`src/rtl/ternary_block_transcoder_defines.svh`:
```
// Assertion macros for the ternary block transcoder.
`ifndef TERNARY_BLOCK_TRANSCODER_DEFINES_SVH
`define TERNARY_BLOCK_TRANSCODER_DEFINES_SVH

// Same-cycle implication, sampled on clk, off during reset.
`define TBT_ASSERT_NOW(label, ante, cons) \
    label: assert property (@(posedge clk) disable iff (!rst_n) (ante) |-> (cons)) \
        else $error("ternary_block_transcoder: assertion failed");

// Next-cycle implication, sampled on clk, off during reset.
`define TBT_ASSERT_NEXT(label, ante, cons) \
    label: assert property (@(posedge clk) disable iff (!rst_n) (ante) |=> (cons)) \
        else $error("ternary_block_transcoder: assertion failed");

`endif

```
`src/rtl/tbt_pkg.sv`:
```
// Package: constants, types and lookup functions of the ternary block transcoder.
`default_nettype none

package tbt_pkg;

    localparam int PackedBytes = 34;
    localparam int TritBytes   = 28;
    localparam int HalfBytes   = 18;
    localparam int OutBytes    = 2 * HalfBytes;
    localparam int ScaleAt     = 26;

    typedef logic [5:0] buf_addr_t;

    typedef struct packed {
        logic [4:0] addr;
        logic [2:0] pow_idx;
    } trit_src_t;

    // Source byte and power of three for trit number n of a 128-trit block.
    function automatic trit_src_t trit_src(input logic [6:0] n);
        trit_src_t  s;
        logic [6:0] m;
        begin
            m = 7'd0;
            if (n < 7'd80)
            begin
                s.addr    = {1'b0, n[3:0]};
                s.pow_idx = n[6:4];
            end
            else if (n < 7'd120)
            begin
                m         = n - 7'd80;
                s.addr    = 5'd16 + {2'b00, m[2:0]};
                s.pow_idx = m[5:3];
            end
            else
            begin
                m         = n - 7'd120;
                s.addr    = 5'd24 + {4'b0000, m[0]};
                s.pow_idx = m[3:1];
            end
            return s;
        end
    endfunction

    function automatic logic [6:0] pow3(input logic [2:0] idx);
        begin
            case (idx)
                3'd0:    return 7'd1;
                3'd1:    return 7'd3;
                3'd2:    return 7'd9;
                3'd3:    return 7'd27;
                default: return 7'd81;
            endcase
        end
    endfunction

endpackage

`default_nettype wire

```
`src/rtl/ternary_block_transcoder.sv`:
```
// Ternary block transcoder: byte-stream block unpack and 2-bit repack, top level.
//
// Takes a row of quantized blocks one byte per beat and, for each complete block,
// sends 36 bytes: two 18-byte 2-bit blocks (scale, then 16 data bytes each). A
// byte carrying row_last that does not finish a block yields one error beat
// (out_byte 0, run_last and row_error set) and drops the partial block. Input
// bytes are taken one per cycle while no block is being sent and no output beat
// is stalled. Sending a block runs through a single-port buffer read and one
// shared trit unit (multiply by a power of three, times three, top two bits):
// each byte sent is a read (S_FETCH) then a use (S_USE); a format 1 data byte
// repeats both for each of its four trits, and a send waits on out_ready.
// source_format must be written only while idle; the block does not enforce it.
`default_nettype none
`include "ternary_block_transcoder_defines.svh"

module ternary_block_transcoder
    import tbt_pkg::*;
(
    input  wire logic       clk,
    input  wire logic       rst_n,
    input  wire logic       cfg_write_en,
    input  wire logic       cfg_write_data,
    input  wire logic       in_valid,
    output logic            in_ready,
    input  wire logic [7:0] in_byte,
    input  wire logic       row_last,
    output logic            out_valid,
    input  wire logic       out_ready,
    output logic [7:0]      out_byte,
    output logic            run_last,
    output logic            row_error
);

    localparam logic [1:0] S_IDLE  = 2'd0;
    localparam logic [1:0] S_FETCH = 2'd1;
    localparam logic [1:0] S_USE   = 2'd2;

    localparam logic [5:0] LastOut = 6'(OutBytes - 1);

    logic [1:0] state_reg, state_next;
    logic       fmt_reg;
    logic [5:0] count_reg, count_next;
    logic [5:0] k_reg, k_next;
    logic [1:0] t_reg, t_next;
    logic [5:0] acc_reg, acc_next;
    logic       out_valid_reg, out_valid_next;
    logic [7:0] out_byte_reg, out_byte_next;
    logic       run_last_reg, run_last_next;
    logic       row_error_reg, row_error_next;

    logic [7:0] buf_mem [PackedBytes];
    logic [7:0] rdata_reg;
    buf_addr_t  rd_addr;

    logic       in_fire;
    logic       out_free;
    logic [6:0] count_inc;
    logic [6:0] blk_size;
    logic       complete;
    logic       is_scale;
    logic       half;
    logic [5:0] data_idx;
    logic [6:0] trit_num;
    trit_src_t  src;
    logic [14:0] prod;
    logic [9:0] tri3;
    logic [1:0] trit;
    logic       byte_done;
    logic [7:0] res_byte;

    assign in_ready  = (state_reg == S_IDLE) && (!out_valid_reg || out_ready);
    assign in_fire   = in_valid && in_ready;
    assign out_free  = !out_valid_reg || out_ready;

    assign out_valid = out_valid_reg;
    assign out_byte  = out_byte_reg;
    assign run_last  = run_last_reg;
    assign row_error = row_error_reg;

    assign count_inc = {1'b0, count_reg} + 7'd1;
    assign blk_size  = fmt_reg ? 7'(TritBytes) : 7'(PackedBytes);
    assign complete  = count_inc >= blk_size;

    assign is_scale  = (k_reg == 6'd0) || (k_reg == 6'd1)
                    || (k_reg == 6'(HalfBytes)) || (k_reg == 6'(HalfBytes + 1));
    assign half      = k_reg >= 6'(HalfBytes);
    assign data_idx  = half ? (k_reg - 6'(HalfBytes + 2)) : (k_reg - 6'd2);
    assign trit_num  = {half, data_idx[3:0], t_reg};
    assign src       = trit_src(trit_num);

    // Shared trit unit: ((b * 3^p) mod 256) * 3 >> 8
    assign prod      = rdata_reg * {1'b0, pow3(src.pow_idx)};
    assign tri3      = {2'b00, prod[7:0]} + {1'b0, prod[7:0], 1'b0};
    assign trit      = tri3[9:8];

    assign byte_done = !fmt_reg || is_scale || (t_reg == 2'd3);
    assign res_byte  = (!fmt_reg || is_scale) ? rdata_reg : {trit, acc_reg};

    always_comb
    begin
        if (is_scale)
            rd_addr = fmt_reg ? (6'(ScaleAt) + {5'b0, k_reg[0]}) : {5'b0, k_reg[0]};
        else if (fmt_reg)
            rd_addr = {1'b0, src.addr};
        else
            rd_addr = half ? (k_reg - 6'd2) : k_reg;
    end

    always_ff @(posedge clk)
    begin
        if (in_fire)
            buf_mem[count_reg] <= in_byte;
        rdata_reg <= buf_mem[rd_addr];
    end

    always_comb
    begin
        state_next     = state_reg;
        count_next     = count_reg;
        k_next         = k_reg;
        t_next         = t_reg;
        acc_next       = acc_reg;
        out_valid_next = out_valid_reg && !out_ready;
        out_byte_next  = out_byte_reg;
        run_last_next  = run_last_reg;
        row_error_next = row_error_reg;

        unique case (state_reg)
            S_IDLE:
            begin
                if (in_fire)
                begin
                    if (complete)
                    begin
                        count_next = 6'd0;
                        k_next     = 6'd0;
                        t_next     = 2'd0;
                        acc_next   = 6'd0;
                        state_next = S_FETCH;
                    end
                    else if (row_last)
                    begin
                        count_next     = 6'd0;
                        out_valid_next = 1'b1;
                        out_byte_next  = 8'd0;
                        run_last_next  = 1'b1;
                        row_error_next = 1'b1;
                    end
                    else
                    begin
                        count_next = count_inc[5:0];
                    end
                end
            end
            S_FETCH:
            begin
                state_next = S_USE;
            end
            S_USE:
            begin
                if (!byte_done)
                begin
                    case (t_reg)
                        2'd0:    acc_next[1:0] = trit;
                        2'd1:    acc_next[3:2] = trit;
                        default: acc_next[5:4] = trit;
                    endcase
                    t_next     = t_reg + 2'd1;
                    state_next = S_FETCH;
                end
                else if (out_free)
                begin
                    out_valid_next = 1'b1;
                    out_byte_next  = res_byte;
                    run_last_next  = (k_reg == LastOut);
                    row_error_next = 1'b0;
                    t_next         = 2'd0;
                    acc_next       = 6'd0;
                    if (k_reg == LastOut)
                    begin
                        state_next = S_IDLE;
                    end
                    else
                    begin
                        k_next     = k_reg + 6'd1;
                        state_next = S_FETCH;
                    end
                end
            end
            default:
            begin
                state_next = S_IDLE;
            end
        endcase
    end

    always_ff @(posedge clk or negedge rst_n)
    begin
        if (!rst_n)
        begin
            state_reg     <= S_IDLE;
            fmt_reg       <= 1'b0;
            count_reg     <= 6'd0;
            k_reg         <= 6'd0;
            t_reg         <= 2'd0;
            acc_reg       <= 6'd0;
            out_valid_reg <= 1'b0;
            out_byte_reg  <= 8'd0;
            run_last_reg  <= 1'b0;
            row_error_reg <= 1'b0;
        end
        else
        begin
            state_reg     <= state_next;
            if (cfg_write_en)
                fmt_reg <= cfg_write_data;
            count_reg     <= count_next;
            k_reg         <= k_next;
            t_reg         <= t_next;
            acc_reg       <= acc_next;
            out_valid_reg <= out_valid_next;
            out_byte_reg  <= out_byte_next;
            run_last_reg  <= run_last_next;
            row_error_reg <= row_error_next;
        end
    end

    // error beat always carries zero data and closes its run
    `TBT_ASSERT_NOW(a_err_beat, out_valid_reg && row_error_reg, run_last_reg && (out_byte_reg == 8'd0))
    // block count is cleared whenever a block is being sent
    `TBT_ASSERT_NOW(a_count_clear, state_reg != S_IDLE, count_reg == 6'd0)
    // output index never runs past the last byte of a block
    `TBT_ASSERT_NOW(a_k_range, state_reg != S_IDLE, k_reg <= LastOut)
    // trit step only advances for the base-3 format
    `TBT_ASSERT_NOW(a_trit_fmt, t_reg != 2'd0, fmt_reg)
    // a completing byte starts the send sequence
    `TBT_ASSERT_NEXT(a_start_run, in_fire && complete, state_reg == S_FETCH)

endmodule

`default_nettype wire

```
`config.mk`:
```
export PLATFORM = sky130hd
export DESIGN_NAME = ternary_block_transcoder
export DESIGN_NICKNAME = d
export VERILOG_FILES = /design/src/rtl/tbt_pkg.sv /design/src/rtl/ternary_block_transcoder.sv
export VERILOG_INCLUDE_DIRS = /design/src /design/src/rtl
export SDC_FILE = /design/constraint.sdc
export NUM_CORES = 1
export LEC_CHECK = 0
export ABC_AREA = 1
export BUFFER_PORTS_ARGS = -buffer_cell sky130_fd_sc_hd__buf_2
export CORE_MARGIN = 4
export CORE_UTILIZATION = 30
export DETAILED_ROUTE_END_ITERATION = 8
export MAX_ROUTING_LAYER = met4
export PLACE_DENSITY = 0.45
export SLEW_MARGIN = 0
export SYNTH_ARGS = -nofsm -noshare
export SYNTH_HDL_FRONTEND = slang
export SYNTH_SLANG_ARGS = --single-unit
```
`constraint.sdc`:
```
create_clock -name clk -period 6.7 [get_ports clk]
set_input_delay 0.67 -clock clk [delete_from_list [all_inputs] [get_ports clk]]
set_output_delay 0.67 -clock clk [all_outputs]
set_load 0.02 [all_outputs]
```
# Yosys cells after proc, flatten, opt, wreduce, memory -nomap -nowiden
# Memory sizes are Yosys's and may differ from the RTL's. A register that Yosys moved wholly into a read port is not among the register bits.
# Index checks and enable logic that the tools add are counted.
[totals]
register_bits = 34
ramBits = 272
in_bits = 15
out_inout_bits = 12
wordCells = 135
n_memories = 1
[op_classes]
add_sub_neg = 11
n_mul = 1
magnitude_cmp = 4
n_eq_ne = 22
muxes = 58
n_reduce_logical = 26
[mem_list]
columns = ["memory", "words", "width", "rd", "rd_clocked_by_memory_dff", "write_ports", "line", "rtl"]
rows = [
  ["buf_mem", 34, 8, 1, 1, 1, "ternary_block_transcoder.sv:51", "logic [7:0] buf_mem [PackedBytes];"],
]
[op_table]
columns = ["cell", "count"]
rows = [
  ["6-bit two-way mux", 14],
  ["8-bit two-way mux", 8],
  ["7-bit case mux with 4 select lines", 1],
  ["6-bit case mux with 2 select lines", 2],
  ["2-bit two-way mux", 11],
  ["8-bit case mux with 2 select lines", 1],
  ["1-bit two-way mux", 15],
  ["5-bit AND reduction", 3],
  ["7-bit less-than comparator (second input constant)", 2],
  ["2-bit inequality test (second input constant)", 7],
  ["6-bit by 5-bit equality test with 1-bit output (second input constant)", 2],
  ["6-bit AND reduction", 2],
  ["8-bit by 9-bit adder with 10-bit output", 1],
  ["8-bit by 7-bit multiplier with 8-bit output", 1],
  ["6-bit by 1-bit adder with 7-bit output (second input constant)", 1],
  ["7-bit by 6-bit greater-or-equal comparator with 1-bit output", 1],
  ["5-bit by 1-bit adder with 6-bit output (first input constant)", 1],
  ["6-bit by 1-bit adder with 6-bit output (second input constant)", 1],
  ["3-bit by 2-bit equality test with 1-bit output (second input constant)", 2],
  ["6-bit by 1-bit equality test with 1-bit output (second input constant)", 1],
  ["6-bit equality test (second input constant)", 1],
  ["6-bit by 5-bit greater-or-equal comparator with 1-bit output (second input constant)", 1],
  ["6-bit logical NOT", 1],
  ["1-bit logical OR", 6],
  ["other kinds (25)", 36],
]

# Longest topological paths before layout
[logic_depth]
depth_word = 14
mapped_depth = 38
ltp_nobuf = 37

# Least setup slack after synthesis
# Ideal clock, no wire load.
[synth_path]
path_type = "reg-to-reg"
from = "register k_reg[2]"
to = "register out_byte_reg[6] (netlist: out_byte[6])"
setup_ns = 0.116
arrival_time_ns = 5.424
required_time_ns = 6.584
setup_slack_ns = 1.159
path_stages_with_launch = 36
path_buffers = 1
synth_period_minus_slack_ns = 5.541
cell_sequence = "dfrtp_1 > inv_1 > ha_1 > a21oi_1 > nand2_1 > nand2_1 > buf_4 > nand2_1 > nand2_1 > nand3_1 > nand2_1 > nand2_1 > inv_1 > nor2_1 > ha_1 > ha_1 > inv_1 > fa_1 > inv_1 > fa_1 > ha_1 > a21o_1 > a21oi_1 > xor2_1 > nand3_1 > nand2_1 > inv_1 > nand2_1 > nand2_1 > ha_1 > a21oi_1 > inv_1 > nand3_1 > nand3_1 > nand2_1 > nand2_1"
[synth_between]
elab_chain_len = 13
[synth_lines]
columns = ["item", "line", "rtl"]
rows = [
  ["from (decl)", "ternary_block_transcoder.sv:43", "logic [5:0] k_reg, k_next;"],
  ["from (signal assigned)", "ternary_block_transcoder.sv:218", "k_reg <= k_next;"],
  ["6-bit by 2-bit subtractor with 6-bit output (tied with other cells)", "--", ""],
  ["4-bit two-way mux", "ternary_block_transcoder.sv:87", "assign data_idx = half ? (k_reg - 6'(HalfBytes + 2)) : (k_reg - 6'd2);"],
  ["6-bit by 5-bit subtractor with 6-bit output (tied with other cells)", "tbt_pkg.sv:32", "m = n - 7'd80;"],
  ["8-bit two-way mux", "tbt_pkg.sv:30", "else if (n < 7'd120)"],
  ["8-bit two-way mux", "tbt_pkg.sv:25", "if (n < 7'd80)"],
  ["3-bit by 2-bit equality test with 1-bit output (tied with other cells)", "tbt_pkg.sv:48", "case (idx)"],
  ["7-bit case mux with 4 select lines", "tbt_pkg.sv:48", ""],
  ["8-bit by 7-bit multiplier with 8-bit output", "ternary_block_transcoder.sv:92", "assign prod = rdata_reg * {1'b0, pow3(src.pow_idx)};"],
  ["8-bit by 9-bit adder with 10-bit output", "ternary_block_transcoder.sv:93", "assign tri3 = {2'b00, prod[7:0]} + {1'b0, prod[7:0], 1'b0};"],
  ["8-bit two-way mux", "ternary_block_transcoder.sv:97", "assign res_byte = (!fmt_reg || is_scale) ? rdata_reg : {trit, acc_reg};"],
  ["8-bit two-way mux", "ternary_block_transcoder.sv:171", "else if (out_free)"],
  ["8-bit two-way mux", "ternary_block_transcoder.sv:161", "if (!byte_done)"],
  ["8-bit case mux with 2 select lines", "ternary_block_transcoder.sv:128", "unique case (state_reg)"],
  ["to (signal assigned)", "ternary_block_transcoder.sv:222", "out_byte_reg <= out_byte_next;"],
  ["to (decl)", "ternary_block_transcoder.sv:47", "logic [7:0] out_byte_reg, out_byte_next;"],
]
# Several ways; a longest one is shown, not always the timed one. The select of a mux whose other input is x is not followed.
# A chain may end at the register's enable or synchronous reset.

# Worst setup path after layout
# Same ends and word-level chain as after synthesis.

==> metrics.md <==
| Metric | Value |
|---|---|
| Status | complete, no violations |
| Mapped Nets | ~1400 |
| I/O pins | 27 |
| Grt ovf | 0 |
| Reg2reg start | k_reg[2] |
| Fin Clk Skew | ~0.015 ns |
| Req. time, crit path | 7.13 ns |
| First DRT Iteration DRCs | 795 |
| Final setup viols | 0 |
| Syn avg cell area | roughly 11 um2 |
| Syn-to-layout area delta | 12.9% |
| Post-detail-place hpwl | ~23000 um |
| Pwr Density | between 500 and 600 nW/um2 |
| Critical path class | reg -> reg |
| CTS clk-pin slew, worst paths | around 0.06 ns |
| Initial antenna violation count | 0 |
| Largest net degree at the start of global routing | 90 |
| Site row count | 79 |
| Register area | between 9000 and 10000 um2 |
| Worst path slowest cell | fa_1 |
| Max-Cap Viols | 0 |
| Clk_lat worst skew | 0.55 ns |
| Post-CTS Setup Bufs | 0 |
| Worst hold path class | in -> async |
| Vias | between 9000 and 10000 |
| WL/cell | ~19 um |
| Nets | approximately 1400 |
| DRC | 0 |
| Crit path DAT | between 6 and 7 ns |
| Area of the multi-input gates | 4630 um2 |
| Static Leak | ~6.3 nW |
| Fraction of the cycle the final worst path needs | between 90% and 100% |
| Post-cts sizing count | 0 |
| Final hold violations | 0 |
| Synthesized area | 14400 um2 |
| Clk sinks | 314 |
| Worst path max stage delay | ~0.52 ns |
| CP delay by family, top | adder cells |
| Power Total | approximately 0.0088 W |
| Slew HR | a little over a third |
| Worst Setup Start Kind | register |
| Sequential cell area fraction in the yosys report | 63.8% |
| Worst VDD drop | between 0.0005 and 0.0006 V |
| Clock Path Buffers | 3 |
| Final setup TNS | 0 ns |
| Vias in the first global route | around 9700 |
| Routed wire length | about 39000 um |
| Core Region | 47000 um2 |
| Synth warn | 0 |
| Die Ht | ~230 um |
| Setup crit end kind | register |
| RD Place Congestion | 0.863 |
| Chip Width | around 230 um |
| Max Clock Freq | about 160 MHz |
| Gr usage total | between 10% and 20% |
| Final Slew Violations | 0 |
| Buf+Inv Stages, Crit Path | 6 |
| Hold buffer count at cts | 0 |
| Starting Density | a little under a third |
| Worst-Margin Slew | ~0.97 ns |
| Unrepaired setup endpoints after global routing | no |
| Global-route wire length before repair | around 60000 um |
| N_diodes | 0 |
| Tmin final | about 6.1 ns |
| # H-tree levels | 2 |
| Crit path max fanout | 11 |
| Via/cell ratio | ~4.9 |
| Layout cells sized above 1 | 7.95% |
| Hold_ws | 0.219 ns |
| Fill cells | ~4700 |
| Synth cell types | 43 |
| CTS tree | yes |
| Setup crit start | k_reg[2] |
| Antenna-violating nets left | 0 |
| CTS Buf Count | 37 |
| Buffers on Ports | 26 |
| TritonRoute pass-1 iters | 5 |
| Number of flip-flops in the largest register | between 200 and 300 |
| R2r worst-path depth | 34 |
| Levels on crit path | 34 |
| Root Driver | clkbuf_16 |
| Post-Synthesis Cells | 1369 |
| Cell mode on critical path | nand2_1 |
| Die area | 51500 um2 |
| FF+latch count, synth | between 300 and 400 |
cell usage in the layout (no fill, tap or decap), types with 6 or more instances in the layout:
cell type / n
nor2_1: 91
buf_2: 26
ha_1: 43
inv_1: 73
xnor2_1: 6
dfrtp_1: 33
clkbuf_1: 11
clkbuf_16: 38
nand2_2: 7
a21oi_1: 19
dfxtp_1: 8
a31oi_1: 13
nand3_1: 181
o21ai_1: 16
nand4_1: 62
inv_2: 8
clkinv_1: 7
nand2_1: 392
edfxtp_1: 272
xor2_1: 6
o21ai_0: 39
cell usage after synthesis (all sizes together):
master | instances | area, um2
o21ai | 56 | 292
xor2 | 6 | 52.6
dfxtp | 8 | 160
a31oi | 13 | 81.3
buf | 31 | 185
o21a | 2 | 15.0
mux2 | 1 | 11.3
nor2 | 95 | 372
o31ai | 1 | 7.51
nand2 | 402 | 1530
nand3 | 183 | 926
nand4 | 62 | 388
o211ai | 2 | 15.0
a211oi | 1 | 7.51
ha | 43 | 538
o22ai | 4 | 25.0
a22o | 1 | 8.76
a21o | 2 | 15.0
o221ai | 1 | 8.76
edfxtp | 272 | 8170
xnor2 | 6 | 52.6
or2 | 1 | 6.26
inv | 82 | 308
or3 | 1 | 6.26
dfrtp | 34 | 851
a21oi | 22 | 129
nor3 | 2 | 10.0
a32o | 1 | 10.0
o21bai | 1 | 7.51
clkbuf | 28 | 105
fa | 5 | 100
cell type report:
cell class	count	share of cell area [%]
flip-flops and latches	314	56.5
clock inverters	17	1.14
clock buffers	49	6.11
repair buffers	32	1.15
well taps	607	4.67
multi-input cells	914	28.5
inverters	82	1.92
worst paths after layout:
check | slack [ns] | endpoint
setup / recovery | 0.63 | out_byte[6]
hold / removal | 0.22 | out_valid
setup reg to reg | 0.63 | out_byte[6]
hold reg to reg | 0.47 | rdata_reg[0]
max in group asynchronous | 5.92 | k_reg[0]
min in group clk | 0.37 | fmt_reg
metal layers:
layer / part of all wire (%) / up-vias / GRT usage [%]
li1: - / 4812 / -
met1: 48 / 4850 / 21.7
met2: 45 / 228 / 23.7
met3: 4.5 / 62 / 2.57
met4: 2.4 / 0 / 4.51
met5: 0 / - / -
per-stage QoR:
step | area [um2] | util [%] | instances | worst slack (ns)
2_1_floorplan | 14400 | - | 1369 | 1.16
3_3_place_gp | 15100 | 32.1 | 1949 | 0.627
3_5_place_dp | 15100 | 32.1 | 1949 | 0.494
4_1_cts | 16200 | 34.6 | 2015 | 0.477
5_1_grt | 16300 | 34.6 | 2015 | 0.0224
6_report | 16300 | 34.6 | 2015 | 0.632
power by group:
part | leakage [nW] | total (W) | internal (W) | switching, W
logic | 2.75 | 0.00447 | 0.00158 | 0.00289
clock network | 0.563 | 0.00198 | 0.00116 | 0.000817
registers | 2.96 | 0.00233 | 0.00224 | 0.0000846
total | 6.27 | 0.00877 | 0.00499 | 0.00379
cell families after synthesis:
kind of cell / share of synthesized area (%)
adders and majority gates: 4.44
muxes: 0.0783
buffers and inverters: 4.16
AOI/OAI and AO/OA: 4.32
DFF: 63.8
xor gates and xnor gates: 0.730
and+or+nand+nor: 22.5
(Power assumes the default switching activity.)
